--- config.mk ---
export PLATFORM = sky130hd
export DESIGN_NAME = rar_div
export DESIGN_NICKNAME = d
export VERILOG_FILES = /design/src/sv/rar_pkg.sv /design/src/sv/rar_div.sv
export SDC_FILE = /design/constraint.sdc
export NUM_CORES = 1
export LEC_CHECK = 0
export BUFFER_PORTS_ARGS = -buffer_cell sky130_fd_sc_hd__buf_2
export CORE_ASPECT_RATIO = 1.1
export CORE_UTILIZATION = 45
export CTS_CLUSTER_SIZE = 40
export DETAILED_ROUTE_END_ITERATION = 12
export GPL_TIMING_DRIVEN = 0
export PLACE_DENSITY = 0.76
export SYNTH_ARGS = -nofsm -noshare
export SYNTH_HDL_FRONTEND = slang
export SYNTH_SLANG_ARGS = --single-unit
--- constraint.sdc ---
create_clock -name clk -period 23.3 [get_ports clk]
set_clock_uncertainty 0.2 [all_clocks]
set_input_delay 3.495 -clock clk [delete_from_list [all_inputs] [get_ports clk]]
set_output_delay 3.495 -clock clk [all_outputs]
set_load 0.02 [all_outputs]
--- src/sv/rar_pkg.sv ---
package rar_pkg;

  localparam int unsigned DefWidth = 32;

  typedef enum logic [1:0] {
    KIND_ADD = 2'd0,
    KIND_SUB = 2'd1,
    KIND_MUL = 2'd2,
    KIND_DIV = 2'd3
  } kind_t;

  typedef enum logic [1:0] {
    ST_OK      = 2'd0,
    ST_ZERODEN = 2'd1,
    ST_DIVZERO = 2'd2,
    ST_OVF     = 2'd3
  } status_t;

  typedef enum logic [3:0] {
    S_IDLE,
    S_GCD_START,
    S_GCD_MOD,
    S_GCD_STEP,
    S_DIV_MAG,
    S_DIV_DEN,
    S_NEXT,
    S_MUL1,
    S_MUL2,
    S_MUL3,
    S_COMBINE,
    S_CHECK,
    S_OUT
  } state_t;

  // request and reply between sequencer and the shared divider
  typedef struct packed {
    logic        start;
    logic [63:0] dividend;
    logic [63:0] divisor;
  } div_req_t;

  typedef struct packed {
    logic        done;
    logic [63:0] quot;
    logic [63:0] rem;
  } div_rsp_t;

endpackage

--- src/sv/rar_div.sv ---
module rar_div (
  input  logic              clk,
  input  logic              rst,
  input  rar_pkg::div_req_t req,
  output rar_pkg::div_rsp_t rsp
);

  logic [63:0] quot;
  logic [63:0] rem;
  logic [63:0] dvs;
  logic [6:0]  cnt;
  logic        busy;
  logic        done;
  logic [64:0] trial;
  logic [63:0] rem_sh;

  // one quotient bit per cycle, restoring
  always_comb begin
    rem_sh = {rem[62:0], quot[63]};
    trial  = {1'b0, rem_sh} - {1'b0, dvs};
  end

  always_ff @(posedge clk) begin
    if (rst) begin
      busy <= 1'b0;
      done <= 1'b0;
      cnt  <= '0;
    end else begin
      done <= 1'b0;
      if (req.start) begin
        busy <= 1'b1;
        cnt  <= 7'd64;
        quot <= req.dividend;
        rem  <= '0;
        dvs  <= req.divisor;
      end else if (busy) begin
        if (trial[64]) begin
          rem  <= rem_sh;
          quot <= {quot[62:0], 1'b0};
        end else begin
          rem  <= trial[63:0];
          quot <= {quot[62:0], 1'b1};
        end
        cnt <= cnt - 7'd1;
        if (cnt == 7'd1) begin
          busy <= 1'b0;
          done <= 1'b1;
        end
      end
    end
  end

  assign rsp.done = done;
  assign rsp.quot = quot;
  assign rsp.rem  = rem;

endmodule

==> impl_metrics.env <==
export IMPL_fmax_ghz=0.169
export IMPL_wirelength_um=31700
export IMPL_critPathLaunch="req[128]"
export IMPL_hp_start="cnt[1]"
export IMPL_slowest_delay_ns=0.67
export IMPL_cp_required_ns=23.32
export IMPL_holdBufCountCts=0
export IMPL_detailedRoute_firstIterationViolations=597
export IMPL_seq_power_share=0.394
export IMPL_cts_resized=0
export IMPL_ios=260
export IMPL_cts_clk_slew_worst_paths_ns=0.06
export IMPL_synth_edf_count=192
export IMPL_path_cells="clkbuf_1, clkbuf_1, nor2_1, nor2_4, buf_12, buf_12"
export IMPL_routed_via_density=5.42
export IMPL_dr_pass1_iters=5
export IMPL_die_h_um=173
export IMPL_path_buf_inv=4
export IMPL_synth_area_um2=11900
export IMPL_syn_avg_cell_area_um2=10.8
export IMPL_grt_usage=0.234
export IMPL_io_buffers=258
export IMPL_die_w_um=157
export IMPL_hold_path_class="register to register"
export IMPL_area_growth_pct=22.8
export IMPL_fp_dieArea_um2=27100
export IMPL_dpl_hpwl_um=24600
export IMPL_drcViolationCount=0
export IMPL_synth_common_cells="edfxtp_1 (192), nor2_1 (107), inv_1 (87), a21oi_1 (85), nand2_1 (74)"
export IMPL_synth_seq_cells=201
export IMPL_wl_per_cell_um=18.0
export IMPL_grt_overflow_total=0
export IMPL_intPower_uw=786
export IMPL_cts_sinks=201
export IMPL_cts_buffers=24
export IMPL_grt_pass1_vias=9666
export IMPL_clock_path_buffers=3
export IMPL_async_flop_share=0
export IMPL_period_share=0.253
export IMPL_cap_violations=0
export IMPL_relSlewSlack=0.467
export IMPL_cts_tree="yes"
export IMPL_drv_slew=0
export IMPL_synthFlopType="edfxtp_1"
export IMPL_start_util=0.457
export IMPL_finalCriticalPeriod_ns=5.90
export IMPL_critical_path_arrival_ns=5.92
export IMPL_critical_path_class="input port to register"
export IMPL_synth_top_cell_area_share=0.485
export IMPL_gr_usage_met1=0.279
export IMPL_ys_types=69
export IMPL_tns_ns=0
export IMPL_grt_busiest_layer="met2"
export IMPL_grt_use_met3=0.0647
export IMPL_power_density_nw_per_um2=78.1
export IMPL_ir_drop_uv=63.4
export IMPL_multi_input_area_um2=5380
export IMPL_whs_ns=0.304
export IMPL_num_vias=9532
export IMPL_seq_area_um2=5950
export IMPL_core_area_um2=26100
export IMPL_synth_nets=1296
export IMPL_grt_pass1_wl_um=49400
export IMPL_row_count=62
export IMPL_syn_instance_count=1098
export IMPL_cpMaxStageDelayCell="clkbuf_1"
export IMPL_cts_max_level=1
export IMPL_startpoint_type="input port"
export IMPL_yosysMostFrequentCell="edfxtp_1"
export IMPL_ys_warn_count=0
export IMPL_final_setup_viol_count=0
export IMPL_synth_area_leaders="edfxtp_1 (48%), ha_1 (6.9%), mux2_2 (6.0%), mux2i_1 (3.8%), a21oi_1 (3.6%)"
export IMPL_root_buffer="clkbuf_16"
export IMPL_layout_drive_gt1_share=0.285
export IMPL_worst_pin_slew_ns=0.800
export IMPL_critPathCaptureType="register"
export IMPL_r2r_start="quot[63]"
export IMPL_antenna_left=0
export IMPL_postCtsSetupRepairBufs=0
export IMPL_p_comb_frac=0.272
export IMPL_fillers=2331
export IMPL_worst_skew_pair_late_latency_ns=0.53
export IMPL_nNetsFinal=1587
export IMPL_switchingPower_uw=356
export IMPL_yosysSeqAreaShare=0.500
export IMPL_p_leak_uw=0.00620
export IMPL_status="completed"
export IMPL_antenna_found_initial=4
export IMPL_clockPowerShare=0.335
export IMPL_path_max_fanout=25
export IMPL_hold_viol_final=0
export IMPL_use_met2=0.398
export IMPL_gp_congestion=0.934
export IMPL_p_sw_frac=0.312
export IMPL_cpLargestDelayFamily="buffers and inverters"
export IMPL_rsz0062_at_grt="false"
export IMPL_grt_start_max_net_pins=27
export IMPL_yosysTopAreaCell="edfxtp_1"
[power groups by stage]
stage / clock, uW / combinational (uW) / sequential, uW
after floorplan: 0 / 199 / 478
after global placement: 0 / 299 / 460
after detailed placement: 0 / 309 / 456
after CTS: 389 / 311 / 450
after global routing: 400 / 342 / 453
final: 382 / 310 / 449
[metal layers]
metal,vias to the layer above,part of all wire
met4,4,0.034
met5,-,0.00069
met3,68,0.091
met1,4493,0.40
met2,362,0.47
li1,4605,-
[state kept, by name, summed over array words and instances, names as in the netlist]
name,flops
cnt,7
busy,1
done,1
quot,64
rem,64
dvs,64
[cell usage in the layout (no fill, tap or decap), types with 6 or more instances in the layout]
| cell | instances |
|---|---|
| ha_1 | 66 |
| o21ai_0 | 44 |
| nand2b_1 | 7 |
| and3_1 | 8 |
| o21ai_1 | 13 |
| mux2i_1 | 45 |
| nand3_1 | 21 |
| nand4_1 | 16 |
| clkinv_2 | 6 |
| mux2_2 | 63 |
| inv_1 | 87 |
| o21a_1 | 11 |
| clkbuf_16 | 24 |
| a211oi_1 | 10 |
| buf_2 | 267 |
| xor2_1 | 22 |
| a21o_1 | 25 |
| nand2_1 | 74 |
| edfxtp_1 | 192 |
| clkbuf_1 | 30 |
| o31ai_1 | 8 |
| o21bai_1 | 10 |
| buf_6 | 7 |
| xnor2_1 | 38 |
| nor3_1 | 12 |
| a31oi_1 | 7 |
| nor2_1 | 105 |
| dfxtp_1 | 9 |
| a21oi_1 | 85 |
[cell families (layout without fill, tap and decap cells)]
logic type / after synthesis / after routing / share of synthesized area
DFF: 201 / 201 / 0.500
adders and majority gates: 67 / 67 / 0.0711
other: 0 / 1 / 0
xor gates and xnor gates: 60 / 60 / 0.0442
buffers and inverters: 136 / 444 / 0.0493
and+or+nand+nor: 274 / 274 / 0.104
AOI/OAI and AO/OA: 252 / 252 / 0.134
muxes: 108 / 108 / 0.0975
[per-stage QoR]
| stage | instances | instance area [um^2] | power, uW | setup slack (ns) | utilization |
|---|---|---|---|---|---|
| after floorplan | 1098 | 11900 | 678 | 13.03 | - |
| after global placement | 1708 | 13600 | 759 | 9.74 | 0.523 |
| after detailed placement | 1715 | 13800 | 765 | 16.82 | 0.530 |
| after CTS | 1758 | 14600 | 1150 | 17.37 | 0.560 |
| after global routing | 1759 | 14600 | 1190 | 17.24 | 0.561 |
| final | 1759 | 14600 | 1140 | 17.40 | 0.561 |
[worst reg2reg max path: cells and delay by family, from the launching register on]
kind	cells	cell delay, ns
flip-flops	1	0.35
AND/OR/NAND/NOR	2	0.28
adder cells (fa/ha/maj)	2	0.65
AO/OA/AOI/OAI	8	2.04
buffers and inverters	2	0.29
[area by class of cell]
cell class	count	area share
Clock buffer	28	0.0435
Timing Repair Buffer	265	0.0995
Multi-Input combinational cell	761	0.368
Sequential cell	201	0.407
Buffer	48	0.0176
Tap cell	352	0.0301
Clock inverter	15	0.0113
Antenna cell	1	0.000171
Inverter	88	0.0226
[worst paths after layout]
path                                end  slack [ns]  depth (start not counted)
worst min-delay path             cnt[1]        0.30                          2
worst min register to register   cnt[1]        0.30                          2
worst max-delay path            rem[21]       17.40                          6
worst max register to register  rem[63]       19.25                         14
Power figures use the tool's default switching activity.
